==> src/rtl/simon_pkg.sv <==
// Shared types and constants for the Simon 128/128 cipher block.
package simon_pkg;

	localparam int KEY_W           = 64;
	localparam int ROUND_COUNT_DEF = 68;
	localparam int CFG_IDX_W       = 2;
	localparam int Z2_LEN          = 62;

	// z2 bit sequence, first element in the top bit
	localparam logic [Z2_LEN-1:0] Z2_SEQ = 62'h2BDC0D262847E5B3;
	localparam logic [KEY_W-1:0]  ROUND_CONST = 64'hFFFF_FFFF_FFFF_FFFC;

	// configuration register indexes
	localparam logic [CFG_IDX_W-1:0] CFG_KEY_FIRST  = 2'd0;
	localparam logic [CFG_IDX_W-1:0] CFG_KEY_SECOND = 2'd1;

	// request selector
	localparam logic OP_ENC = 1'b0;
	localparam logic OP_DEC = 1'b1;

	typedef struct packed {
		logic             req_type;
		logic [KEY_W-1:0] block_word_first;
		logic [KEY_W-1:0] block_word_second;
	} in_item_t;

	typedef struct packed {
		logic [KEY_W-1:0] result_word_first;
		logic [KEY_W-1:0] result_word_second;
	} out_item_t;

	// key ring control: fill pushes at the tail, fwd/bwd rotate
	typedef struct packed {
		logic fill;
		logic fwd;
		logic bwd;
	} ring_ctl_t;

endpackage

==> src/rtl/simon_kcell.sv <==
// One cell of the round key ring: holds a single round key.
module simon_kcell
	import simon_pkg::*;
(
	input  logic             clk,
	input  ring_ctl_t        ctl,
	input  logic [KEY_W-1:0] fwd_in,
	input  logic [KEY_W-1:0] bwd_in,
	output logic [KEY_W-1:0] key
);

	logic [KEY_W-1:0] key_q;

	always_ff @(posedge clk) begin
		if (ctl.fill || ctl.fwd) begin
			key_q <= fwd_in;
		end else if (ctl.bwd) begin
			key_q <= bwd_in;
		end
	end

	assign key = key_q;

endmodule

==> config.mk <==
export PLATFORM = sky130hd
export DESIGN_NAME = simon_kcell
export DESIGN_NICKNAME = d
export VERILOG_FILES = /design/src/rtl/simon_pkg.sv /design/src/rtl/simon_kcell.sv
export SDC_FILE = /design/constraint.sdc
export NUM_CORES = 1
export LEC_CHECK = 0
export BUFFER_PORTS_ARGS = -buffer_cell sky130_fd_sc_hd__buf_4
export CAP_MARGIN = 20
export CORE_MARGIN = 3
export CORE_UTILIZATION = 31
export CTS_CLUSTER_SIZE = 25
export DETAILED_ROUTE_END_ITERATION = 12
export PLACE_DENSITY = 0.58
export SYNTH_ARGS = -nofsm -noshare
export SYNTH_HDL_FRONTEND = slang
export SYNTH_SLANG_ARGS = --single-unit
export TNS_END_PERCENT = 50
==> constraint.sdc <==
create_clock -name clk -period 2.2 [get_ports clk]
set_input_delay 0.55 -clock clk [delete_from_list [all_inputs] [get_ports clk]]
set_output_delay 0.55 -clock clk [all_outputs]
set_load 0.03 [all_outputs]
# After elaboration in Yosys (flattened, before gate mapping)
# Cells that the tools add are included.
dict set report totals {
  regBits 64
  out_inout_bits 64
  elab_cells 5
  inputBits 132
}
dict set report op_classes {
  mux 2
  n_reduce_logical 2
}
# cell count
set op_table {}
lappend op_table {{64-bit two-way mux} 2}
lappend op_table {{2-bit nonzero test} 1}
lappend op_table {{1-bit logical OR} 1}

# Longest topological paths before layout
# Gate-level depths: netlist of the first run.
dict set report logic_depth {
  depth_word 2
  ltp_mapped 3
  mapped_depth_nobuf 2
}

# Worst setup path after synthesis of the first run
# Ideal clock, no wire load.
dict set report synth_path {
  kind {input-to-reg}
  startpoint {input ctl[0] in the netlist's numbering}
  endpoint {register key_q[0], in the netlist key[0], enable pin}
  path_buffers 0
  cell_stages 1
  required_ns 1.779
  arrival_time_ns 1.474
  setup_time_ns 0.421
  setup_slack_ns 0.305
  cell_sequence {or3_2}
}
dict set report synth_via {
  elab_chain_len 1
}
# item line
set synth_lines {}
lappend synth_lines {{start, declared} simon_kcell.sv:6} ;# input ring_ctl_t ctl,
lappend synth_lines {{2-bit nonzero test (no source line)} n/a}
lappend synth_lines {{end signal, assigned} simon_kcell.sv:16} ;# key_q <= fwd_in;
lappend synth_lines {{end signal, assigned} simon_kcell.sv:18} ;# key_q <= bwd_in;
lappend synth_lines {{end, declared} simon_kcell.sv:12} ;# logic [KEY_W-1:0] key_q;
# Every way passes these cells.
# A chain may end at the register's enable or synchronous reset.

# Final worst setup path of the first run
dict set report layout_path {
  startpoint {register key_q[60], in the netlist key[60]}
  endpoint {output key[60]}
}
# item line
set layout_lines {}
lappend layout_lines {{end, declared} simon_kcell.sv:9} ;# output logic [KEY_W-1:0] key
# No word-level cell between the ends.

==> summary.txt, run 1 <==
1st-iter DRT viols: 77
Via density: 4.23
Hold depth: 2
DPL Wire Length: 6290 µm
Startpoint Class: flip-flop
Reg clk slew, reported paths: 0.08 ns
Vias: 2007
Top sig layer: met4
Initial antenna violation count: 0
H-tree depth: 3
Max cap viols: 0
WP data required: 1.65 ns
Peak VDD IR: 0.379 mV
Hold buffer count at cts: 0
Max reg flops: 64
M1 wire length: 3220 µm
Synthesized area per cell: 22.2 µm²
Initial Util: 0.323
Pre-Repair DR Iteration Count: 4
CTS Buf Count: 9
Core area: 9330 µm²
Share of layout cells above drive strength 1: 0.814
CTS Root Cell: clkbuf_8
Hold_ws: 0.508 ns
Fillers: 823
Hold WC Path Type: in -> reg
WP data arrival: 0.91 ns
CP Buf/Inv Count: 1
Worst path cell trace: buf_4
PortBufs: 195
Routed WL: 8230 µm
Stages on worst setup path: 1
Setup crit end kind: output port
Synth cell types: 6
Period utilisation layout: 0.665
Antenna Cells: 0
Worst Setup SP: key[60]$_DFFE_PP_
Worst setup margin: 0.737 ns
Nets: 472
Met3 wire length: 655 µm
Worst path max stage delay: 0.40 ns
Cells after Synth: 136
DR WL met2: 4290 µm
Routability congestion estimate from global placement: 0.739
Delay-heaviest family, CP: flip-flops
DRC viols: 0
Sink Count: 64
CP Max Fanout: 1
Chip height: 105 µm
Synth Net Count: 268
Total track usage: 0.148
Status: complete, no violations
Largest net degree at the start of global routing: 65
TNS Setup: 0 ns
Die W: 105 µm
Mapped cell area: 3020 µm²
Pre-CTS WS: 0.428 ns
Die area: 10900 µm²
Worst hold path startpoint: bwd_in[25]
Antenna viol nets, final: 0
Wire per inst: 17.4 µm
Static leakage: 2.20 nW
Max Clock Freq: 684 MHz
Top-Level Pins: 196
Rows: 35
Grt total ovfl: 0
Ys Warns: 0
Max_slew headroom: 0.760
Finish-stage setup viols: 0
Clock buffer depth: 2
Cell Pwr Density: 712 nW/µm²
Synth-to-Final Area Change: 58.3%
First-pass GRT wire length: 12200 µm
Path type of the worst setup path: reg -> out
Fin. max-slew vios: 0
Final hold vios: 0
Post_cts resized: 0
Post-CTS setup buffers: 0
Vias in the first global route: 2079
CTS tree: yes
Post-synthesis sequential area ratio: 0.637
Synthesis-stage register bit count: 64
Worst-Margin Slew: 0.360 ns
Crit-path slowest cell: edfxtp_1
Unrepaired setup endpoints after global routing: no
Min Tclk post-route: 1.46 ns
[power by group]
group	switching [mW]	internal [mW]	leakage, nW
combinational	0.433	0.443	1.44
clock	0.474	0.522	0.0952
sequential	0.0364	1.49	0.665
[routing by layer]
layer,GRT usage,up-vias
met3,0.0476,8
met2,0.255,104
li1,-,945
met4,0.0450,0
met5,0,-
met1,0.175,950
[cell type report]
type / instances / area (µm²) / area share
clock buffer: 9 / 124 / 0.0260
clock inverter: 7 / 72.6 / 0.0152
multi-input combinational: 66 / 973 / 0.204
sequential: 64 / 1920 / 0.403
tap: 129 / 161 / 0.0338
timing repair buffer: 199 / 1520 / 0.318
[cell families after synthesis]
kind of cell,Yosys count,share of synthesized area
flops,64,0.637
simple gates,2,0.00913
mux,64,0.314
buf+inv,6,0.0398
[cells in the mapped netlist]
cell type	instances	area, µm²
buf_12	6	120
edfxtp_1	64	1920
mux2_4	60	901
mux2_2	4	45.0
or3_2	1	7.51
nor2_8	1	20.0
[stage by stage]
| stage | instances | util | instance area [µm²] | total power [mW] |
|---|---|---|---|---|
| after floorplan | 136 | - | 3020 | 2.03 |
| after global placement | 458 | 0.491 | 4580 | 2.43 |
| after detailed placement | 458 | 0.491 | 4580 | 2.44 |
| after CTS | 474 | 0.512 | 4770 | 3.45 |
| after global routing | 474 | 0.512 | 4770 | 3.54 |
| final | 474 | 0.512 | 4770 | 3.40 |
[final timing paths]
| kind | to | slack (ns) |
|---|---|---|
| worst max-delay path | key[60] | 0.74 |
| worst min-delay path | key[25]$_DFFE_PP_ | 0.51 |
[layout by cell type (no fill, tap or decap)]
| cell | instances |
|---|---|
| clkinv_4 | 2 |
| clkinvlp_4 | 2 |
| nor2_8 | 1 |
| edfxtp_1 | 64 |
| mux2_4 | 60 |
| buf_12 | 2 |
| clkbuf_8 | 9 |
| or3_2 | 1 |
| bufinv_16 | 1 |
| buf_4 | 197 |
| mux2_2 | 4 |
| clkinv_2 | 2 |
Power figures use the tool's default switching activity.
==> inputs of run 2 (changes only) <==
==> constraint.sdc (replaced) <==
create_clock -name clk -period 1.4 [get_ports clk]
set_input_delay 0.35 -clock clk [delete_from_list [all_inputs] [get_ports clk]]
set_output_delay 0.35 -clock clk [all_outputs]
set_load 0.03 [all_outputs]
==> summary.txt, run 2 (synthesis results as in run 1) <==
Status: complete, no violations
WP data required: 1.05 ns (-0.60 ns)
Die area: 10900 µm² (unchanged)
Final Util: 0.516 (+0.00470)
Fin. max-slew vios: 0 (unchanged)
CTS Buf Count: 9 (unchanged)
H-tree depth: 3 (unchanged)
Fin area: 4820 µm² (+0.92%)
Clock share of power: 0.262 (-0.031)
CTS tree: yes
CP Buf/Inv Count: 1 (unchanged)
Reg area: 1920 µm² (unchanged)
Core area: 9330 µm² (unchanged)
Static leakage: 2.23 nW (+1.0%)
P_sw: 1.46 mW (+55%)
Routability congestion estimate from global placement: 0.688 (-6.9%)
Peak VDD IR: 0.375 mV (-1.0%)
DPL Wire Length: 6450 µm (+2.6%)
Post-CTS setup buffers: 0 (unchanged)
Worst Hold Endpoint: key[57]$_DFFE_PP_
Footprint of the multi-input gates: 977 µm² (+0.39%)
Hold_ws: 0.310 ns (-0.199 ns)
Crit-path slowest cell: edfxtp_1
Share of layout cells above drive strength 1: 0.817 (+0.00213)
Max reg flops: 64 (unchanged)
Largest net degree at the start of global routing: 28 (-57%)
Worst setup margin: 0.145 ns (-0.593 ns)
Vias: 1990 (-0.85%)
Routed WL: 8220 µm (about the same)
Max cap viols: 0 (unchanged)
Sw frac: 0.285 (+0.00675)
Hold depth: 2 (unchanged)
Sink Count: 64 (unchanged)
Startpoint Class: flip-flop
Nets: 477 (+1.1%)
Register share of total power: 0.467 (+0.018)
Vias in the first global route: 2147 (+3.3%)
Commonest non-fill, non-tap cells in the layout: buf_4 (199), edfxtp_1 (64), mux2_4 (60)
Antenna viol nets, final: 0 (unchanged)
Finish-stage setup viols: 0 (unchanged)
Total track usage: 0.147 (-0.000341)
Cell Count, Final, Fillers Out: 478 (+0.84%)
Gate power share: 0.271 (+0.013)
1st-iter DRT viols: 95 (+23%)
Hold WC Path Type: in -> reg
Most common cell after layout, fill and taps aside: buf_4
Initial Util: 0.323 (unchanged)
Unrepaired setup endpoints after global routing: no
Antenna Cells: 0 (unchanged)
Fillers: 817 (-0.73%)
Grt total ovfl: 0 (unchanged)
Period utilisation layout: 0.897
Rows: 35 (unchanged)
Post_cts resized: 0 (unchanged)
First-pass GRT wire length: 12200 µm (-0.56%)
CP Max Fanout: 1 (unchanged)
Delay-heaviest family, CP: flip-flops
Worst path cell trace: buf_4
Total power: 5.14 mW (+51%)
Top-Level Pins: 196 (unchanged)
Path type of the worst setup path: reg -> out
Synth-to-Final Area Change: 59.7%
Die W: 105 µm (unchanged)
Internal power consumption: 3.67 mW (+50%)
Setup crit end kind: output port
Chip height: 105 µm (unchanged)
Initial antenna violation count: 0 (unchanged)
Worst hold path startpoint: fwd_in[57]
Worst path max stage delay: 0.39 ns (about the same)
Via density: 4.16 (-1.7%)
CTS Root Cell: clkbuf_8
Reg clk slew, reported paths: 0.07 ns (about the same)
Hold buffer count at cts: 0 (unchanged)
Wire per inst: 17.2 µm (-0.93%)
DRC viols: 0 (unchanged)
Clock buffer depth: 2 (unchanged)
Post-DP Area: 4650 µm² (+1.7%)
PortBufs: 195 (unchanged)
Worst-Margin Slew: 0.204 ns (-0.156 ns)
WP data arrival: 0.91 ns (about the same)
Max Clock Freq: 796 MHz
Inst Count DP: 463 (+1.1%)
Max_slew headroom: 0.864 (+0.104)
Pre-Repair DR Iteration Count: 4 (unchanged)
Min Tclk post-route: 1.26 ns
Pre-CTS WS: -0.0976 ns (-0.525 ns)
Final hold vios: 0 (unchanged)
Cell Pwr Density: 1070 nW/µm² (+50%)
TNS Setup: 0 ns (unchanged)
[run 2: changes by cell type in the layout (fill, tap and decap cells not counted), sizes merged]
cell      change
buf           +5
clkinv        -1
bufinv        -1
clkinvlp      +1
[run 2: power by group through the flow]
stage	Clock [mW]	Sequential, mW	Combinational (mW)
6_report	1.35	2.40	1.39
5_1_grt	1.47	2.42	1.46
4_1_cts	1.40	2.40	1.41
3_5_place_dp	0	2.44	1.41
3_3_place_gp	0	2.43	1.40
2_1_floorplan	0	2.86	0.332
[run 2: area by class of cell]
type,instances,share of cell area
Sequential cell,64,0.399
Timing Repair Buffer,204,0.331
Multi-Input combinational cell,66,0.203
Tap cell,129,0.0335
Clock buffer,9,0.0257
Clock inverter,6,0.00779
[run 2: how the worst max path moves through the flow]
| stage | from | end | cells past startpoint | slack (ns) |
|---|---|---|---|---|
| detailed placement | ctl[1] | key[3]$_DFFE_PP_ | 4 | -0.1 |
| finish | key[21]$_DFFE_PP_ | key[21] | 1 | 0.14 |
| CTS | key[21]$_DFFE_PP_ | key[21] | 1 | 0.12 |
| global placement | ctl[1] | key[50]$_DFFE_PP_ | 4 | -0.08 |
| floorplan | ctl[0] | key[0]$_DFFE_PP_ | 1 | 0.08 |
| global route | key[21]$_DFFE_PP_ | key[21] | 1 | 0.09 |
[run 2: routing by layer]
layer	routed length [µm]	track usage	share of wire	vias up
met4	217	0.0684	0.026	0
met1	3030	0.161	0.37	917
met3	636	0.0439	0.077	18
li1	-	-	-	951
met5	0	0	0	-
met2	4340	0.262	0.53	104
