==> config.mk <==
export PLATFORM = sky130hd
export DESIGN_NAME = simon_engine
export DESIGN_NICKNAME = d
export VERILOG_FILES = /design/src/rtl/simon_pkg.sv /design/src/rtl/simon_engine.sv
export SDC_FILE = /design/constraint.sdc
export NUM_CORES = 1
export LEC_CHECK = 0
export BUFFER_PORTS_ARGS = -buffer_cell sky130_fd_sc_hd__buf_2
export CAP_MARGIN = 10
export CORE_MARGIN = 2
export CORE_UTILIZATION = 35
export CTS_CLUSTER_DIAMETER = 120
export DETAILED_ROUTE_END_ITERATION = 8
export GPL_TIMING_DRIVEN = 0
export PLACE_DENSITY = 0.6
export SLEW_MARGIN = 20
export SYNTH_ARGS = -nofsm -noshare
export SYNTH_HDL_FRONTEND = slang
export SYNTH_SLANG_ARGS = --single-unit
==> constraint.sdc <==
create_clock -name clk -period 1.9 [get_ports clk]
set_input_delay 0.57 -clock clk [delete_from_list [all_inputs] [get_ports clk]]
set_output_delay 0.57 -clock clk [all_outputs]
set_load 0.02 [all_outputs]
==> src/rtl/simon_pkg.sv <==
// Shared types and constants for the Simon 128/128 cipher block.
package simon_pkg;

	localparam int KEY_W           = 64;
	localparam int ROUND_COUNT_DEF = 68;
	localparam int CFG_IDX_W       = 2;
	localparam int Z2_LEN          = 62;

	// z2 bit sequence, first element in the top bit
	localparam logic [Z2_LEN-1:0] Z2_SEQ = 62'h2BDC0D262847E5B3;
	localparam logic [KEY_W-1:0]  ROUND_CONST = 64'hFFFF_FFFF_FFFF_FFFC;

	// configuration register indexes
	localparam logic [CFG_IDX_W-1:0] CFG_KEY_FIRST  = 2'd0;
	localparam logic [CFG_IDX_W-1:0] CFG_KEY_SECOND = 2'd1;

	// request selector
	localparam logic OP_ENC = 1'b0;
	localparam logic OP_DEC = 1'b1;

	typedef struct packed {
		logic             req_type;
		logic [KEY_W-1:0] block_word_first;
		logic [KEY_W-1:0] block_word_second;
	} in_item_t;

	typedef struct packed {
		logic [KEY_W-1:0] result_word_first;
		logic [KEY_W-1:0] result_word_second;
	} out_item_t;

	// key ring control: fill pushes at the tail, fwd/bwd rotate
	typedef struct packed {
		logic fill;
		logic fwd;
		logic bwd;
	} ring_ctl_t;

endpackage

==> src/rtl/simon_engine.sv <==
// Feistel round engine with input control and output register.
module simon_engine
	import simon_pkg::*;
#(
	parameter int ROUND_COUNT = ROUND_COUNT_DEF
) (
	input  logic             clk,
	input  logic             arst_n,
	input  logic             in_valid,
	output logic             in_stall,
	input  in_item_t         in_data,
	output logic             out_valid,
	input  logic             out_stall,
	output out_item_t        out_data,
	input  logic             key_busy,
	input  logic [KEY_W-1:0] round_key,
	output ring_ctl_t        rot
);

	localparam int CNT_W = (ROUND_COUNT > 1) ? $clog2(ROUND_COUNT) : 1;

	typedef enum logic [1:0] {
		ST_IDLE,
		ST_RUN,
		ST_HOLD
	} state_t;

	state_t           st_q;
	logic             dec_q;
	logic [CNT_W-1:0] rnd_q;
	logic [KEY_W-1:0] left_q;
	logic [KEY_W-1:0] right_q;
	logic             out_valid_q;
	out_item_t        out_q;
	logic [KEY_W-1:0] left_nxt;
	logic             out_free;
	logic             take;

	always_comb begin
		left_nxt = right_q
			^ ({left_q[KEY_W-2:0], left_q[KEY_W-1]} & {left_q[KEY_W-9:0], left_q[KEY_W-1:KEY_W-8]})
			^ {left_q[KEY_W-3:0], left_q[KEY_W-1:KEY_W-2]}
			^ round_key;
	end

	assign out_free = !out_valid_q || !out_stall;
	assign in_stall = (st_q != ST_IDLE) || key_busy;
	assign take     = in_valid && !in_stall;

	always_ff @(posedge clk or negedge arst_n) begin
		if (!arst_n) begin
			st_q        <= ST_IDLE;
			dec_q       <= OP_ENC;
			rnd_q       <= '0;
			left_q      <= '0;
			right_q     <= '0;
			out_valid_q <= 1'b0;
			out_q       <= '0;
		end else begin
			if (out_valid_q && !out_stall) begin
				out_valid_q <= 1'b0;
			end
			unique case (st_q)
				ST_IDLE: begin
					if (take) begin
						dec_q <= in_data.req_type;
						rnd_q <= '0;
						st_q  <= ST_RUN;
						if (in_data.req_type == OP_DEC) begin
							left_q  <= in_data.block_word_second;
							right_q <= in_data.block_word_first;
						end else begin
							left_q  <= in_data.block_word_first;
							right_q <= in_data.block_word_second;
						end
					end
				end
				ST_RUN: begin
					left_q  <= left_nxt;
					right_q <= left_q;
					rnd_q   <= rnd_q + 1'b1;
					if (rnd_q == CNT_W'(ROUND_COUNT - 1)) begin
						if (out_free) begin
							out_valid_q <= 1'b1;
							st_q        <= ST_IDLE;
							if (dec_q == OP_DEC) begin
								out_q <= '{result_word_first: left_q,
									result_word_second: left_nxt};
							end else begin
								out_q <= '{result_word_first: left_nxt,
									result_word_second: left_q};
							end
						end else begin
							st_q <= ST_HOLD;
						end
					end
				end
				ST_HOLD: begin
					if (out_free) begin
						out_valid_q <= 1'b1;
						st_q        <= ST_IDLE;
						if (dec_q == OP_DEC) begin
							out_q <= '{result_word_first: right_q,
								result_word_second: left_q};
						end else begin
							out_q <= '{result_word_first: left_q,
								result_word_second: right_q};
						end
					end
				end
				default: begin
					st_q <= ST_IDLE;
				end
			endcase
		end
	end

	always_comb begin
		rot.fill = 1'b0;
		rot.fwd  = (st_q == ST_RUN) && (dec_q == OP_ENC);
		rot.bwd  = (st_q == ST_RUN) && (dec_q == OP_DEC);
	end

	assign out_valid = out_valid_q;
	assign out_data  = out_q;

endmodule

# Word level (Yosys, flattened, before mapping)
# Cells that the tools add are included.
[word_totals] register_bits=267 out_inout_bits=133 wordCells=61
[classes] addsub=1 n_eq_ne=7 n_mux=23 bitwise=5 reduce_logical=17
[ops] cell="two-way mux 128 bit" n=5
[ops] cell="two-way mux 64 bit" n=4
[ops] cell="case mux 128 bit (2 select lines)" n=1
[ops] cell="case mux 64 bit (2 select lines)" n=2
[ops] cell="XOR 64 bit" n=3
[ops] cell="AND 64 bit" n=1
[ops] cell="case mux 7 bit (2 select lines)" n=1
[ops] cell="two-way mux 2 bit" n=4
[ops] cell="!= test 2 bit, second input constant" n=4
[ops] cell="adder 7 x 1 -> 7 bit, second input constant" n=1
[ops] cell="equality test 7 bit, second input constant" n=1
[ops] cell="two-way mux 7 bit" n=1
[ops] cell="case mux 2 bit (3 select lines)" n=1
[ops] cell="nonzero test 2 bit" n=3
[ops] cell="logical AND 1 bit" n=4
[ops] cell="AND reduction 2 bit" n=2
[ops] cell="AND reduction 4 bit" n=1
[ops] cell="zero test 1 bit" n=3
[ops] cell="two-way mux 1 bit" n=3
[ops] cell="AND reduction 3 bit" n=1
[ops] cell="equality test 2 x 1 -> 1 bit, second input constant" n=1
[ops] cell="equality test 2 bit, second input constant" n=1
[ops] cell="zero test 2 bit" n=1
[ops] cell="logical OR 1 bit" n=2
[ops] cell="other kinds (2)" n=2

# Longest topological paths before layout
[logic_depth] depth_word=8 ltp_mapped=10 mapped_depth_nobuf=6

# Worst setup path after synthesis
# OpenSTA, ideal clock, no wires.
[synth_path] kind="register -> register" startpoint="register st_q[1]" endpoint="register out_q (netlist bit out_data[51])" setup_time_ns=0.129 arrival_ns=1.825 path_slack_ns=-0.054 path_stages_with_launch=9 path_cell_list="dfrtp_1 inv_1 ha_1 buf_2 and2_1 nand2_1 nor3_4 buf_6 a22oi_2"
[synth_via] elab_chain_len=3 elab_cells_between_ends=8 cone_classes="eq/ne: 5; mux: 1; reduce/logical: 2"
[synth_rtl] element="start, declared" line_no="simon_engine.sv:28" rtl="state_t st_q;"
[synth_rtl] element="start signal, assigned" line_no="simon_engine.sv:52" rtl="st_q <= ST_IDLE;"
[synth_rtl] element="start signal, assigned" line_no="simon_engine.sv:68" rtl="st_q <= ST_RUN;"
[synth_rtl] element="start signal, assigned" line_no="simon_engine.sv:85" rtl="st_q <= ST_IDLE;"
[synth_rtl] element="equality test 2 x 1 -> 1 bit / equality test 2 bit (equally long branches)" line_no="simon_engine.sv:63" rtl="unique case (st_q)"
[synth_rtl] element="!= test 2 bit (no source line) / nonzero test 2 bit (equally long branches)"
[synth_rtl] element="AND reduction 4 bit (no source line)"
[synth_rtl] element="end signal, assigned" line_no="simon_engine.sv:87" rtl="out_q <= '{result_word_first: left_q,"
[synth_rtl] element="end signal, assigned" line_no="simon_engine.sv:90" rtl="out_q <= '{result_word_first: left_nxt,"
[synth_rtl] element="end signal, assigned" line_no="simon_engine.sv:103" rtl="out_q <= '{result_word_first: right_q,"
[synth_rtl] element="end, declared" line_no="simon_engine.sv:34" rtl="out_item_t out_q;"
# Parallel ways exist; a longest one is shown, timed or not.
# A chain may end at the register's enable or synchronous reset.

==> metrics.log <==
[metrics] buffer and inverter count on the worst path: 3
[metrics] filler instances: roughly 4200
[metrics] fin worst setup slack: -283.6 ps
[metrics] global route total overflow: 0
[metrics] IO Pins: 331
[metrics] global routing met1 resource utilization: ~38%
[metrics] Worst-Skew Late Latency: 590 ps
[metrics] R2R Path End: out_data[88]
[metrics] post-synthesis adder-cell area fraction: less than 1%
[metrics] post-layout util: around half
[metrics] antenna-violating nets left: 0
[metrics] Fin Setup TNS: -48560 ps
[metrics] final count of pins violating max slew: 0
[metrics] detailed-route wire length per cell: approximately 26 um
[metrics] data required time at the worst endpoint: roughly 1300 ps
[metrics] Yosys top cell area share: 39.87%
[metrics] kind of launch point of the worst setup path: flip-flop
[metrics] count of cells along the worst register-to-register path: 10
[metrics] source of the worst register-to-register timing path: st_q[1]
[metrics] final critical path time including I/O delays and setup: 2184 ps
[metrics] run status: complete, but fails checks
[metrics] number of maximum-capacitance constraint violations: 0
[metrics] Placement Setup Slack: -955.6 ps
[metrics] number of instances in the synthesized netlist: 1690
[metrics] dominant combinational cell family by area after synthesis: compound AO/OA/AOI/OAI gates
[metrics] GRT Max-Usage Layer: met2
[metrics] placeable core region: 47550 sq um
[metrics] standard-cell rows: 80
[metrics] relative slew slack: between 10% and 20%
[metrics] startpoint of the tightest hold check path: in_data[42]
[metrics] top cell type by total area after synthesis: dfrtp_1
[metrics] cell area power density: between 2000 and 2500 nW/um^2
[metrics] simple-gate portion of the synthesized area: ~12%
[metrics] data arrival time at the worst-slack endpoint: between 1500 and 2000 ps
[metrics] Largest delay share family, worst path: flip-flops
[metrics] Layout Cells excl Fill: 2777
[metrics] 1st-pass router iterations: 5
[metrics] via count of the first global-routing pass: around 16000
[metrics] highest-delay cell along the critical path: dfrtp_1
[metrics] effective utilization at floorplan: between 30% and 40%
[metrics] ratio of cells with drive above 1 in the final layout: around two fifths
[metrics] pin count of the biggest net entering global routing: 85
[metrics] crit end category: primary output
[metrics] number of cells on the worst hold path: 3
[metrics] leakage power figure: ~11 nW
[metrics] Die W: around 220 um
[metrics] DRT iter0 DRCs: between 1500 and 2000
[metrics] Max Clock Skew: 12.21 ps
[metrics] total design power: 50.86 mW
[metrics] routed vias: between 15000 and 20000
[metrics] wirelength, routed: 72400 um
[metrics] number of unique standard cell types used by synthesis: 46
[metrics] Die Span Y: between 200 and 250 um
[metrics] most frequent cells after synthesis: 267 x dfrtp_1, 198 x nand2_1, 198 x nor2_1, 112 x clkbuf_1, 68 x o21ai_0
[metrics] met3 track demand over resource: 6.546%
[metrics] Tightest Pin Transition: 1217 ps
[metrics] CTS H-tree depth: 1
[metrics] sequential area share after synthesis: between 30 and 40%
[metrics] delay contributed by the slowest stage of the critical path: roughly 400 ps
[metrics] fraction of registers with async set or reset after synthesis: 100.0%
[metrics] Most used DFF post-synth: dfrtp_1
[metrics] clock sink count: between 200 and 300
[metrics] routed via count divided by cell count: 5.926
[metrics] count of flip-flops with a built-in enable after synthesis: 0
[metrics] Post-Synthesis Mean Instance Area: slightly below 10 sq um
[metrics] synthesized cell area: 16760 sq um
[metrics] maximum clock insertion buffer count: 3
[metrics] hold_ws: 378.8 ps
[metrics] area share of xor/xnor cells in the synthesized design: between 10% and 20%
[metrics] Hold Crit Endpoint: left_q[42]
[metrics] ordered cell list for the critical path: inv_2 -> ha_4 -> buf_12 -> and2_4 -> buf_6
[metrics] all-layer global routing usage: 28.07%
[metrics] global-route wire length before repair: around 110000 um
[metrics] placed cell count: approximately 2600
[metrics] number of warning messages in the yosys log: 0
[metrics] final instance area: 24570 sq um
[metrics] number of remaining DRC errors: 0
[metrics] Achievable Freq: about 0.46 GHz
[metrics] post-synth net total: approximately 1900
[metrics] start-to-end type of the worst setup path: reg -> out
[metrics] clk slew on worst S/H paths: approximately 60 ps
[metrics] post-detailed-placement cell area: between 15000 and 20000 sq um
[metrics] number of port buffers: ~330
[metrics] area growth from synthesis to layout: 46.62%
[metrics] initial antenna violation count: 3
[metrics] number of clock buffers inserted by TritonCTS: 31
[metrics] Peak supply drop: around 0.00080 V
[metrics] count of nets after finishing: ~2300
[metrics] weighted congestion reported at the end of routability-driven placement: about 0.9
[metrics] met2 track utilization from global routing: 44.22%
[metrics] Final Hold Viols: 0
[metrics] half-perimeter wire length of the detailed placement result: slightly below 50000 um
[metrics] largest cells by area after synthesis: dfrtp_1 40%, xnor3_1 8.6%, nand2_1 4.4%
[metrics] complex-gate fraction of the synthesized area: around a quarter
[metrics] number of endpoints failing setup at the final stage: around 260
[metrics] flop and latch count out of synthesis: 267
[metrics] Worst Path Max Fanout: 4
[metrics] clock root buffer: clkbuf_16
[metrics] clock tree from TritonCTS: yes
[metrics] cell with the most instances after synthesis: dfrtp_1
[metrics] FF-to-FF setup slack: -270 ps
[metrics] fraction of synthesized area in multiplexers: under 10%
[metrics] failing checks: setup timing
[metrics] Die Area: just under 50000 sq um
[metrics] class of the tightest hold or removal check: in -> reg
[metrics] post-route fraction of the period consumed by the critical path: 114.9%
[metrics] RSZ-0062 raised after global routing: true
[state kept, by name, summed over array words and instances (netlist names)]
name and count:
right_q 64, rnd_q 7, out_data 128, left_q 64
out_valid 1, st_q 2, dec_q 1
[layout by cell type, fill, tap and decap left out, types with 64 or more instances in the layout]
master,n
nand2_1,166
dfrtp_1,267
xnor3_1,64
a221o_1,65
clkbuf_1,75
xnor2_1,64
nor2_1,194
mux2i_1,65
a21oi_1,65
o22a_1,65
buf_2,348
nor2b_1,64
[timing repair]
action,CTS,global route
gates cloned,23,9
pin swaps,64,53
endpoints found under the hold margin,47,0
hold buffers,1,0
setup endpoints to repair,263,267
buffers inserted,46,14
gates resized for setup,551,169
[routing by layer]
metal	wire [um]	part of all wire, %
met1	30090	42
met2	33440	46
met3	6297	8.7
met4	2560	3.5
met5	16	0.022
[layout make-up]
class,instances,area (sq um),area share (%)
Multi-Input combinational cell,1215,11120,45.27
Tap cell,615,769.5,3.132
Buffer,199,1665,6.778
Clock inverter,16,220.2,0.8963
Inverter,3,13.76,0.05602
Sequential cell,267,6681,27.19
Timing Repair Buffer,419,3219,13.10
Antenna cell,2,5.005,0.02037
Clock buffer,41,873.3,3.555
[worst max path at each step]
stage                       start       endpoint  depth (start not counted)
after detailed placement  st_q[1]    right_q[56]                          8
after global placement     arst_n   out_data[84]                          1
final                     st_q[1]         rot[0]                          5
after floorplan           st_q[1]   out_data[51]                          8
after CTS                 st_q[1]         rot[1]                          5
after global routing      st_q[1]  out_data[101]                         10
[tightest hold or removal path, cell delays in order]
cell	delay [ps]
buf_2	100
a2111oi_2	70
a211oi_2	180
[power by group]
group	leakage, nW	switching [mW]	internal, mW
Combinational	7.03	18.3	15.0
Sequential	3.12	2.43	8.56
Clock	0.539	2.64	3.90
Total	10.7	23.4	27.5
[logic make-up after synthesis]
| family | Yosys count |
|---|---|
| compound gates | 531 |
| xor+xnor | 133 |
| fa+ha+maj | 4 |
| buf+inv | 208 |
| flops | 267 |
| mux | 66 |
| other cells | 1 |
| simple gates | 480 |
Power figures use the tool's default switching activity.
