**src/rtl/simon_pkg.sv**
```systemverilog
// Shared types and constants for the Simon 128/128 cipher block.
package simon_pkg;

	localparam int KEY_W           = 64;
	localparam int ROUND_COUNT_DEF = 68;
	localparam int CFG_IDX_W       = 2;
	localparam int Z2_LEN          = 62;

	// z2 bit sequence, first element in the top bit
	localparam logic [Z2_LEN-1:0] Z2_SEQ = 62'h2BDC0D262847E5B3;
	localparam logic [KEY_W-1:0]  ROUND_CONST = 64'hFFFF_FFFF_FFFF_FFFC;

	// configuration register indexes
	localparam logic [CFG_IDX_W-1:0] CFG_KEY_FIRST  = 2'd0;
	localparam logic [CFG_IDX_W-1:0] CFG_KEY_SECOND = 2'd1;

	// request selector
	localparam logic OP_ENC = 1'b0;
	localparam logic OP_DEC = 1'b1;

	typedef struct packed {
		logic             req_type;
		logic [KEY_W-1:0] block_word_first;
		logic [KEY_W-1:0] block_word_second;
	} in_item_t;

	typedef struct packed {
		logic [KEY_W-1:0] result_word_first;
		logic [KEY_W-1:0] result_word_second;
	} out_item_t;

	// key ring control: fill pushes at the tail, fwd/bwd rotate
	typedef struct packed {
		logic fill;
		logic fwd;
		logic bwd;
	} ring_ctl_t;

endpackage

```
**src/rtl/simon_kgen.sv**
```systemverilog
// Key schedule generator: produces one round key per cycle into the ring tail.
module simon_kgen
	import simon_pkg::*;
#(
	parameter int ROUND_COUNT = ROUND_COUNT_DEF
) (
	input  logic             clk,
	input  logic             arst_n,
	input  logic             start,
	input  logic [KEY_W-1:0] key_first,
	input  logic [KEY_W-1:0] key_second,
	output logic             busy,
	output logic [KEY_W-1:0] push
);

	localparam int CNT_W = (ROUND_COUNT > 1) ? $clog2(ROUND_COUNT) : 1;
	localparam int ZJ_W  = $clog2(Z2_LEN);
	localparam logic [ZJ_W-1:0] ZJ_TOP = ZJ_W'(Z2_LEN - 1);

	logic             busy_q;
	logic [CNT_W-1:0] cnt_q;
	logic [ZJ_W-1:0]  zj_q;
	logic [KEY_W-1:0] a_q;   // k[i-2]
	logic [KEY_W-1:0] b_q;   // k[i-1]
	logic [KEY_W-1:0] t3;
	logic [KEY_W-1:0] tmix;
	logic [KEY_W-1:0] nxt;
	logic             zbit;

	always_comb begin
		t3   = {b_q[2:0], b_q[KEY_W-1:3]};
		tmix = t3 ^ {t3[0], t3[KEY_W-1:1]};
		zbit = Z2_SEQ[ZJ_TOP - zj_q];
		nxt  = a_q ^ tmix ^ {{(KEY_W-1){1'b0}}, zbit} ^ ROUND_CONST;
	end

	always_ff @(posedge clk or negedge arst_n) begin
		if (!arst_n) begin
			busy_q <= 1'b0;
			cnt_q  <= '0;
			zj_q   <= '0;
			a_q    <= '0;
			b_q    <= '0;
		end else if (start) begin
			busy_q <= 1'b1;
			cnt_q  <= '0;
			zj_q   <= '0;
			a_q    <= key_second;
			b_q    <= key_first;
		end else if (busy_q) begin
			a_q   <= b_q;
			b_q   <= nxt;
			zj_q  <= (zj_q == ZJ_TOP) ? '0 : zj_q + 1'b1;
			cnt_q <= cnt_q + 1'b1;
			if (cnt_q == CNT_W'(ROUND_COUNT - 1)) begin
				busy_q <= 1'b0;
			end
		end
	end

	assign busy = busy_q;
	assign push = a_q;

endmodule

```
**config.mk**
```make
export PLATFORM = sky130hd
export DESIGN_NAME = simon_kgen
export DESIGN_NICKNAME = d
export VERILOG_FILES = /design/src/rtl/simon_pkg.sv /design/src/rtl/simon_kgen.sv
export SDC_FILE = /design/constraint.sdc
export NUM_CORES = 1
export LEC_CHECK = 0
export BUFFER_PORTS_ARGS = -buffer_cell sky130_fd_sc_hd__buf_2
export CAP_MARGIN = 0
export CORE_MARGIN = 4
export CORE_UTILIZATION = 35
export CTS_BUF_LIST = sky130_fd_sc_hd__clkbuf_8 sky130_fd_sc_hd__clkbuf_16
export DETAILED_ROUTE_END_ITERATION = 16
export PLACE_DENSITY_LB_ADDON = 0.15
export SETUP_SLACK_MARGIN = 0.3
export SYNTH_ARGS = -nofsm -noshare
export SYNTH_HDL_FRONTEND = slang
export SYNTH_SLANG_ARGS = --single-unit
```
**constraint.sdc**
```tcl
create_clock -name clk -period 5.92 [get_ports clk]
set_clock_uncertainty 0.15 [all_clocks]
set_input_delay 0.592 -clock clk [delete_from_list [all_inputs] [get_ports clk]]
set_output_delay 0.592 -clock clk [all_outputs]
set_load 0.01 [all_outputs]
```
-- Word level (Yosys, flattened, before mapping)
Memories as Yosys holds them, arrays and structs flattened.
Cells that the tools add are included.
- $add $sub $neg: 3
- magnitude comparators: 1
- equality and inequality tests: 2
- mux-type cells: 13
- bitwise gates (word level): 4
- reduce and logical (&&, ||, !) cells: 1
- operators by type and width (operator ; count):
    $mux W64 ; 4
    $xor A64 B64 Y64 ; 2
    $xor A64 B1 Y64 ; 1
    $not A62 Y62 ; 1
    $mux W6 ; 3
    $mux W7 ; 2
    $add A7 B1 Y7 const B ; 1
    $eq A7 B7 Y1 const B ; 1
    $lt A6 B7 Y1 const B ; 1
    $add A6 B1 Y6 const B ; 1
    $eq A6 B6 Y1 const B ; 1
    $sub A6 B6 Y6 const A ; 1
    $mux W1 ; 4
    $reduce_bool A2 Y1 ; 1
- register bits: 142
- ROM bits: 64
- input port bits: 131
- output and inout port bits: 65
- word-level logic and storage cells: 30
- memories kept: 1
- memory list (name ; depth ; bits a word ; rd ports ; clocked after Yosys merged registers in ; write ports ; line ; source):
    (no name shown) ; 64 ; 1 ; 1 ; 0 ; 0 ; simon_kgen.sv:33 ; zbit = Z2_SEQ[ZJ_TOP - zj_q];

-- Logic depth before layout (Yosys ltp)
Gate-level depths: netlist (run 1).
- depth after elaboration: 7
- gate-level depth with buffers: 9

-- Worst setup path before layout (run 1)
OpenSTA, ideal clock, no wires.
- path kind: reg-to-reg
- from: reg zj_q[1]
- to: reg b_q[0]
- data arrival time: 2.002 ns
- data required time: 5.643 ns
- setup slack: 3.641 ns
- stages on the path, launching flop included: 8
- path buffers: 0
- clock period less this slack: 2.279 ns
- cell sequence: dfrtp_1 > ha_1 > xor2_2 > mux4_1 > o21bai_2 > o211ai_2 > mux2i_1 > nand3_1
- cells in the longest elaborated chain, start to end: 6
- RTL lines (item ; line ; source):
    from (decl) ; simon_kgen.sv:22 ; logic [ZJ_W-1:0] zj_q;
    from (signal assigned) ; simon_kgen.sv:53 ; zj_q <= (zj_q == ZJ_TOP) ? '0 : zj_q + 1'b1;
    $sub A6 B6 Y6 ; simon_kgen.sv:33 ;
    $mem_v2 Z64 W1 ; -- ;
    $mux W1 (not written as such) ; simon_kgen.sv:33 ;
    $xor A64 B1 Y64 ; simon_kgen.sv:34 ; nxt = a_q ^ tmix ^ {{(KEY_W-1){1'b0}}, zbit} ^ ROUND_CONST;
    $mux W64 ; simon_kgen.sv:50 ; end else if (busy_q) begin
    $mux W64 ; simon_kgen.sv:44 ; end else if (start) begin
    to (signal assigned) ; simon_kgen.sv:49 ; b_q <= key_first;
    to (signal assigned) ; simon_kgen.sv:52 ; b_q <= nxt;
    to (decl) ; simon_kgen.sv:24 ; logic [KEY_W-1:0] b_q;
No other way between the ends. The select of a mux whose other input is x is not followed.
A chain may end at the register's enable or synchronous reset.

-- Final worst setup path (run 1)
- from: reg zj_q[2]
- to: reg b_q[0]
Same word-level chain as after synthesis.

==> summary.md, run 1 <==
| Metric | Value |
|---|---|
| Area Overhead vs Synth | 21.5% |
| Largest net degree at the start of global routing | 169 |
| Die Footprint | 25100 um2 |
| Worst EP required | 6.06 ns |
| GRT overflow | 0 |
| # IOs | 196 |
| VDD IR max | 0.187 mV |
| Initial DRC Count | 306 |
| Mapped Area | just under 8000 um2 |
| Fin. max-slew vios | 0 |
| Postcts setup bufs | 0 |
| Commonest cells after routing, fill and taps aside | 196 x nand2_1, 193 x buf_2, 190 x o21ai_1, 141 x dfrtp_1, 130 x xnor2_1 |
| Final std cells w/o fill | 1320 |
| Mean Syn Cell Area | 9.15 um2 |
| Internal power | 3.00 mW |
| Die width | around 160 um |
| CTS resizes | 0 |
| Switching power | 1.75 mW |
| Slew of the pin with the lowest slew margin | 0.979 ns |
| Share of cells above drive strength 1 | 22.9% |
| RSZ-0062 raised after global routing | no |
| CTS H-tree depth | 4 |
| Crit-path leading delay family | multiplexers |
| Antenna viol nets, final | 0 |
| Worst r2r path cells | 7 |
| DR vias | 6283 |
| Setup-failing EPs final | 0 |
| Relative slew slack | 34.7% |
| Slowest cell on the critical path | mux4_1 |
| Critical path origin | zj_q[2] |
| Most common cell after layout, fill and taps aside | nand2_1 |
| Post-Place Cells | 1289 |
| PnR Total Power | 4.74 mW |
| Async S/R FF share, synth | 100% |
| P_leak | between 4 and 5 nW |
| Fin crit share | 43.3% |
| Syn Inst Count | 865 |
| Clock buffer depth | 2 |
| Hold Path Class | primary input to async pin |
| Hold Buf Count CTS | 0 |
| Min Hold Slack | around 0.11 ns |
| PnR worst setup slack | approximately 3.4 ns |
| Final min period | approximately 2.6 ns |
| Post-DR vias/cell | 4.76 |
| Dominant synthesized flop cell | dfrtp_1 |
| GP Congestion | 0.793 |
| Comb power frac | 40.4% |
| DRC viols | 0 |
| Sw Share | 36.8% |
| NumNets Final | 1167 |
| Antenna violations before repair | 2 |
| First-pass GRT wire length | roughly 32000 um |
| Number of enable flip-flop cells after synthesis | 0 |
| DIE HEIGHT | 158 um |
| Number of synthesized register bits | 142 |
| Largest stage delay, worst path | 0.58 ns |
| Rows | between 50 and 60 |
| # diodes | 0 |
| Filler instances | 2261 |
| Critical Path Source Type | register |
| Worst slack at placement | 3.37 ns |
| Synth cell types | 39 |
| Reg-to-Reg End | b_q[0] |
| Reg2Reg Setup Slack | 3.36 ns |
| Crit. path cell count | 7 |
| Crit end category | register |
| Fin Setup TNS | 0 ns |
| Initial Util | 36.0% |
| CP Cell Sequence | ha_1 -> xor2_2 -> mux4_1 -> o21bai_2 -> o211ai_2 -> mux2i_1 -> nand3_1 |
| Worst path arrival time | 2.70 ns |
| Register area share after synthesis | 44.9% |
| Clk sink count | around 140 |
| Clk root buf | clkbuf_16 |
| Clk slew on worst S/H paths | 0.06 ns |
| Final Hold Viols | 0 |
| CTS Buf Count | 17 |
| Worst Setup Path Type | register to register |
| Clock Latency Late Sink | 0.41 ns |
| Synth Warn # | 0 |
| Final wirelength | between 15000 and 20000 um |
| Reg-to-reg startpoint | zj_q[2] |
| I/O Buffers | 195 |
| GR Util All Layers | 16.1% |
| Setup crit end | b_q[0] |
| Clock power frac | 22.0% |
| Buf/Inv on CP | 0 |
| Maximum clock rate | 0.390 GHz |
| WL per Instance | 15.0 um |
| Outcome | completed |
| CTS tree | yes |
| Placed wire-length estimate | 14100 um |
| Vias in the first global route | approximately 6100 |
| DR pass1 iterations | 4 |
| Synthesized netlist net count | roughly 1000 |
| Max-cap check violation count | 0 |
| Pwr/cell area | 493 nW/um2 |
| Share of power burned in registers | between 30% and 40% |
| Worst-path fanout max | 12 |
| Core Footprint | 22000 um2 |
[metal layers]
metal / track usage (%) / up-vias / part of all wire (%)
met5: 0 / - / 0.14
met4: 3.98 / 4 / 1.1
met3: 4.05 / 18 / 4.5
met2: 25.8 / 105 / 46
met1: 21.9 / 2910 / 48
li1: - / 3246 / -
[flip-flops by register name (all words and copies together) (netlist names)]
register and flops:
b_q 64, busy 1, cnt_q 7, push 64, zj_q 6
[synthesized netlist by cell type, drive strengths merged (3+ instances only)]
library cell	number	area, um2
xnor2	130	1140
nor2	13	48.8
a31oi	3	18.8
nor3	3	15.0
dfrtp	142	3550
clkbuf	42	158
ha	8	100
mux2i	67	671
nand4	4	25.0
a21oi	6	30.0
inv	3	11.3
nand2	196	736
xor2	6	60.1
nand3	6	30.0
buf	15	104
o21ai	196	981
[final cells by class]
type | count | area [um2] | area share, %
clock buffer | 17 | 425 | 4.42
clock inverter | 14 | 148 | 1.53
inverter | 3 | 11.3 | 0.117
multi-input combinational | 663 | 4090 | 42.5
sequential | 142 | 3560 | 37.0
tap | 280 | 350 | 3.64
timing repair buffer | 201 | 1040 | 10.8
[worst register-to-register path: stages (launching register included)]
cell and delay, ns:
dfrtp_1 0.54, ha_1 0.33, xor2_2 0.29, mux4_1 0.58
o21bai_2 0.20, o211ai_2 0.08, mux2i_1 0.20, nand3_1 0.08
[per-stage QoR]
stage                     utilization [%]  area, um2
after floorplan                         -       7920
after global placement               41.1       9050
after detailed placement             41.1       9050
after CTS                            43.7       9620
after global routing                 43.7       9620
final                                43.7       9620
[cell families (layout without fill, tap and decap cells)]
| family | after synthesis | after routing | share of synthesized area, % |
|---|---|---|---|
| simple gates | 237 | 237 | 12.2 |
| compound gates | 213 | 213 | 13.9 |
| flops | 142 | 142 | 44.9 |
| xor+xnor | 136 | 136 | 15.1 |
| mux | 69 | 69 | 9.13 |
| buf+inv | 60 | 235 | 3.44 |
| fa+ha+maj | 8 | 8 | 1.26 |
[power by group through the flow]
stage / clock network (mW) / logic, mW / registers (mW)
finish: 1.04 / 1.91 / 1.79
global route: 1.12 / 2.21 / 1.86
CTS: 1.08 / 1.95 / 1.80
detailed placement: 0 / 1.94 / 1.82
global placement: 0 / 1.92 / 1.82
floorplan: 0 / 1.55 / 1.71
[worst min path at each step]
stage / startpoint / endpoint / slack, ns / depth (start not counted)
detailed placement: cnt_q[1] / cnt_q[1] / 0.40 / 2
floorplan: arst_n / b_q[0] / 0.15 / 0
CTS: arst_n / push[56] / 0.19 / 1
finish: arst_n / push[56] / 0.11 / 1
global placement: cnt_q[1] / cnt_q[1] / 0.39 / 2
global route: arst_n / push[56] / 0.21 / 1
No activity file was read; power rests on OpenSTA's default activity.
==> run 2: changes to the inputs <==
clock period = 2.2 ns   (was 5.92 ns; I/O delays follow)
==> summary.md, run 2 (synthesized netlist as in run 1, its figures left out) <==
| Metric | Value |
|---|---|
| Rows | 54 (unchanged) |
| GRT overflow | 0 (unchanged) |
| Share of cells above drive strength 1 | 22.2% (was 22.9%) |
| CTS H-tree depth | 4 (unchanged) |
| Worst r2r path cells | 7 (unchanged) |
| Buf/Inv on CP | 0 (unchanged) |
| Hold Crit Start | start |
| Final std cells w/o fill | 1469 (was 1320) |
| DRC viols | 0 (unchanged) |
| CTS tree | yes (unchanged) |
| Core Footprint | 22000 um2 (unchanged) |
| Most common cell after layout, fill and taps aside | nand2_1 (unchanged) |
| RSZ-0062 raised after global routing | yes (was no) |
| CP Cell Sequence | ha_4 -> xor2_4 -> mux4_2 -> o21bai_4 -> o211ai_2 -> mux2i_1 -> nand3_1 (was ha_1 -> xor2_2 -> mux4_1 -> o21bai_2 -> o211ai_2 -> mux2i_1 -> nand3_1) |
| First-pass GRT wire length | 35200 um (was 32100 um) |
| Final wirelength | 21800 um (was 19800 um) |
| Reg-to-Reg End | b_q[0] (unchanged) |
| Clock Latency Late Sink | 0.42 ns (was 0.41 ns) |
| Maximum clock rate | 0.465 GHz (was 0.390 GHz) |
| Antenna viol nets, final | 0 (unchanged) |
| Largest net degree at the start of global routing | 110 (was 169) |
| Clk slew on worst S/H paths | 0.06 ns (about the same) |
| Largest stage delay, worst path | 0.50 ns (was 0.58 ns) |
| NumNets Final | 1316 (was 1167) |
| Initial Util | 36.0% (unchanged) |
| Area Overhead vs Synth | 42.0% (was 21.5%) |
| Worst-path fanout max | 4 (was 12) |
| Area occupied by multi-input gates | 4140 um2 (was 4090 um2) |
| Reg area | 3560 um2 (about the same) |
| Filler instances | 2043 (was 2261) |
| Vias in the first global route | 6971 (was 6125) |
| PnR worst setup slack | 0.0478 ns (was 3.36 ns) |
| Final min period | 2.15 ns (was 2.56 ns) |
| Fin. max-slew vios | 0 (unchanged) |
| Max-cap check violation count | 0 (unchanged) |
| Crit-path leading delay family | multiplexers (unchanged) |
| Antenna violations before repair | 0 (was 2) |
| P_leak | 5.47 nW (was 4.77 nW) |
| # IOs | 196 (unchanged) |
| Final design utilization | 51.1% (was 43.7%) |
| GP Congestion | 0.814 (was 0.793) |
| Final Hold Viols | 0 (unchanged) |
| Critical Path Source Type | register (unchanged) |
| Clk root buf | clkbuf_16 (unchanged) |
| Worst path arrival time | 2.30 ns (was 2.70 ns) |
| DR vias | 6894 (was 6283) |
| Critical path origin | zj_q[2] (unchanged) |
| Reg2Reg Setup Slack | 0.05 ns (was 3.36 ns) |
| DIE HEIGHT | 158 um (unchanged) |
| # diodes | 0 (unchanged) |
| Clock buffer depth | 2 (unchanged) |
| Die Footprint | 25100 um2 (unchanged) |
| Relative slew slack | 68.4% (was 34.7%) |
| CTS Buf Count | 17 (unchanged) |
| Crit. path cell count | 7 (unchanged) |
| Placed wire-length estimate | 14600 um (was 14100 um) |
| Outcome | completed (unchanged) |
| Clk sink count | 142 (unchanged) |
| DR pass1 iterations | 4 (unchanged) |
| Worst Setup Path Type | register to register (unchanged) |
| Setup crit end | b_q[0] (unchanged) |
| Fin crit share | 97.8% (was 43.3%) |
| Hold Path Class | primary input to register (was primary input to async pin) |
| GR Util All Layers | 17.6% (was 16.1%) |
| Post-Place Cells | 1303 (was 1289) |
| Slew of the pin with the lowest slew margin | 0.474 ns (was 0.979 ns) |
| Setup-failing EPs final | 0 (unchanged) |
| Die width | 158 um (unchanged) |
| Post-DR vias/cell | 4.69 (was 4.76) |
| Initial DRC Count | 352 (was 306) |
| Reg-to-reg startpoint | zj_q[2] (unchanged) |
| Pwr/cell area | 1180 nW/um2 (was 493 nW/um2) |
| I/O Buffers | 195 (unchanged) |
| Slowest cell on the critical path | mux4_2 (was mux4_1) |
| Worst slack at placement | 0.0258 ns (was 3.37 ns) |
| Crit end category | register (unchanged) |
| Commonest cells after routing, fill and taps aside | 196 x nand2_1, 193 x buf_2, 190 x o21ai_1, 139 x dfrtp_1, 130 x xnor2_1 (was 196 x nand2_1, 193 x buf_2, 190 x o21ai_1, 141 x dfrtp_1, 130 x xnor2_1) |
| VDD IR max | 0.503 mV (was 0.187 mV) |
| WL per Instance | 14.8 um (was 15.0 um) |
| Worst EP required | 2.35 ns (was 6.06 ns) |
## run 2: cell types whose count changed in the layout (fill, tap and decap cells not counted), moves of 2 or more
cell,before,now
clkbuf_8,1,3
ha_4,0,2
buf_12,0,8
ha_1,8,6
dlygate4sd3_1,0,129
clkinv_2,3,0
dfrtp_2,0,2
inv_6,0,3
buf_4,6,18
dfrtp_1,141,139
clkinvlp_4,5,2
## run 2: worst min-delay path: cells and delay by family
family                 cells  cell delay, ns
AOI/OAI and AO/OA          1            0.05
buffers and inverters      1            0.20
and+or+nand+nor            1            0.09
## run 2: worst min path at each step
stage / cells past startpoint / slack, ns / to
after detailed placement: 1 / 0.05 / push[61]
final: 3 / 0.04 / b_q[13]
after floorplan: 0 / -0.23 / b_q[0]
after global routing: 3 / 0.04 / b_q[13]
after global placement: 1 / 0.06 / b_q[60]
after CTS: 3 / 0.02 / b_q[13]
## run 2: power by group
| group | switching (mW) | internal, mW |
|---|---|---|
| Sequential | 1.30 | 3.51 |
| Clock | 1.18 | 1.85 |
| Combinational | 2.34 | 3.09 |
| Total | 4.82 | 8.45 |
## run 2: cell type report
type | instances | share of cell area (%)
Multi-Input combinational cell | 663 | 36.8
Sequential cell | 142 | 31.6
Timing Repair Buffer | 350 | 22.9
Clock buffer | 19 | 4.03
Tap cell | 280 | 3.11
Clock inverter | 12 | 1.43
Inverter | 3 | 0.100
## run 2: per-layer routing
metal / track usage, % / share of wire, % / vias to the layer above
li1: - / - / 3542
met1: 23.1 / 46 / 3197
met2: 29.5 / 49 / 127
met3: 3.29 / 3.2 / 28
met4: 5.44 / 1.8 / 0
met5: 0 / 0 / -
## run 2: what timing repair did
| action | CTS | global route |
|---|---|---|
| gates cloned | 0 | 0 |
| endpoints found under the hold margin | 201 | 0 |
| hold buffers | 129 | 0 |
| setup buffers | 5 | 1 |
| pin swaps | 1 | 2 |
| endpoints found under the setup margin | 2 | 2 |
| resized for setup | 0 | 2 |
## run 2: through the flow
step	setup TNS [ns]	instance area (um2)	hold WS (ns)	total power [mW]
floorplan	0	7960	-0.226	8.78
global placement	0	9300	0.0563	10.1
detailed placement	0	9300	0.0512	10.2
CTS	0	11200	0.0182	13.5
global route	-0.0327	11200	0.0379	14.4
finish	0	11200	0.0417	13.3
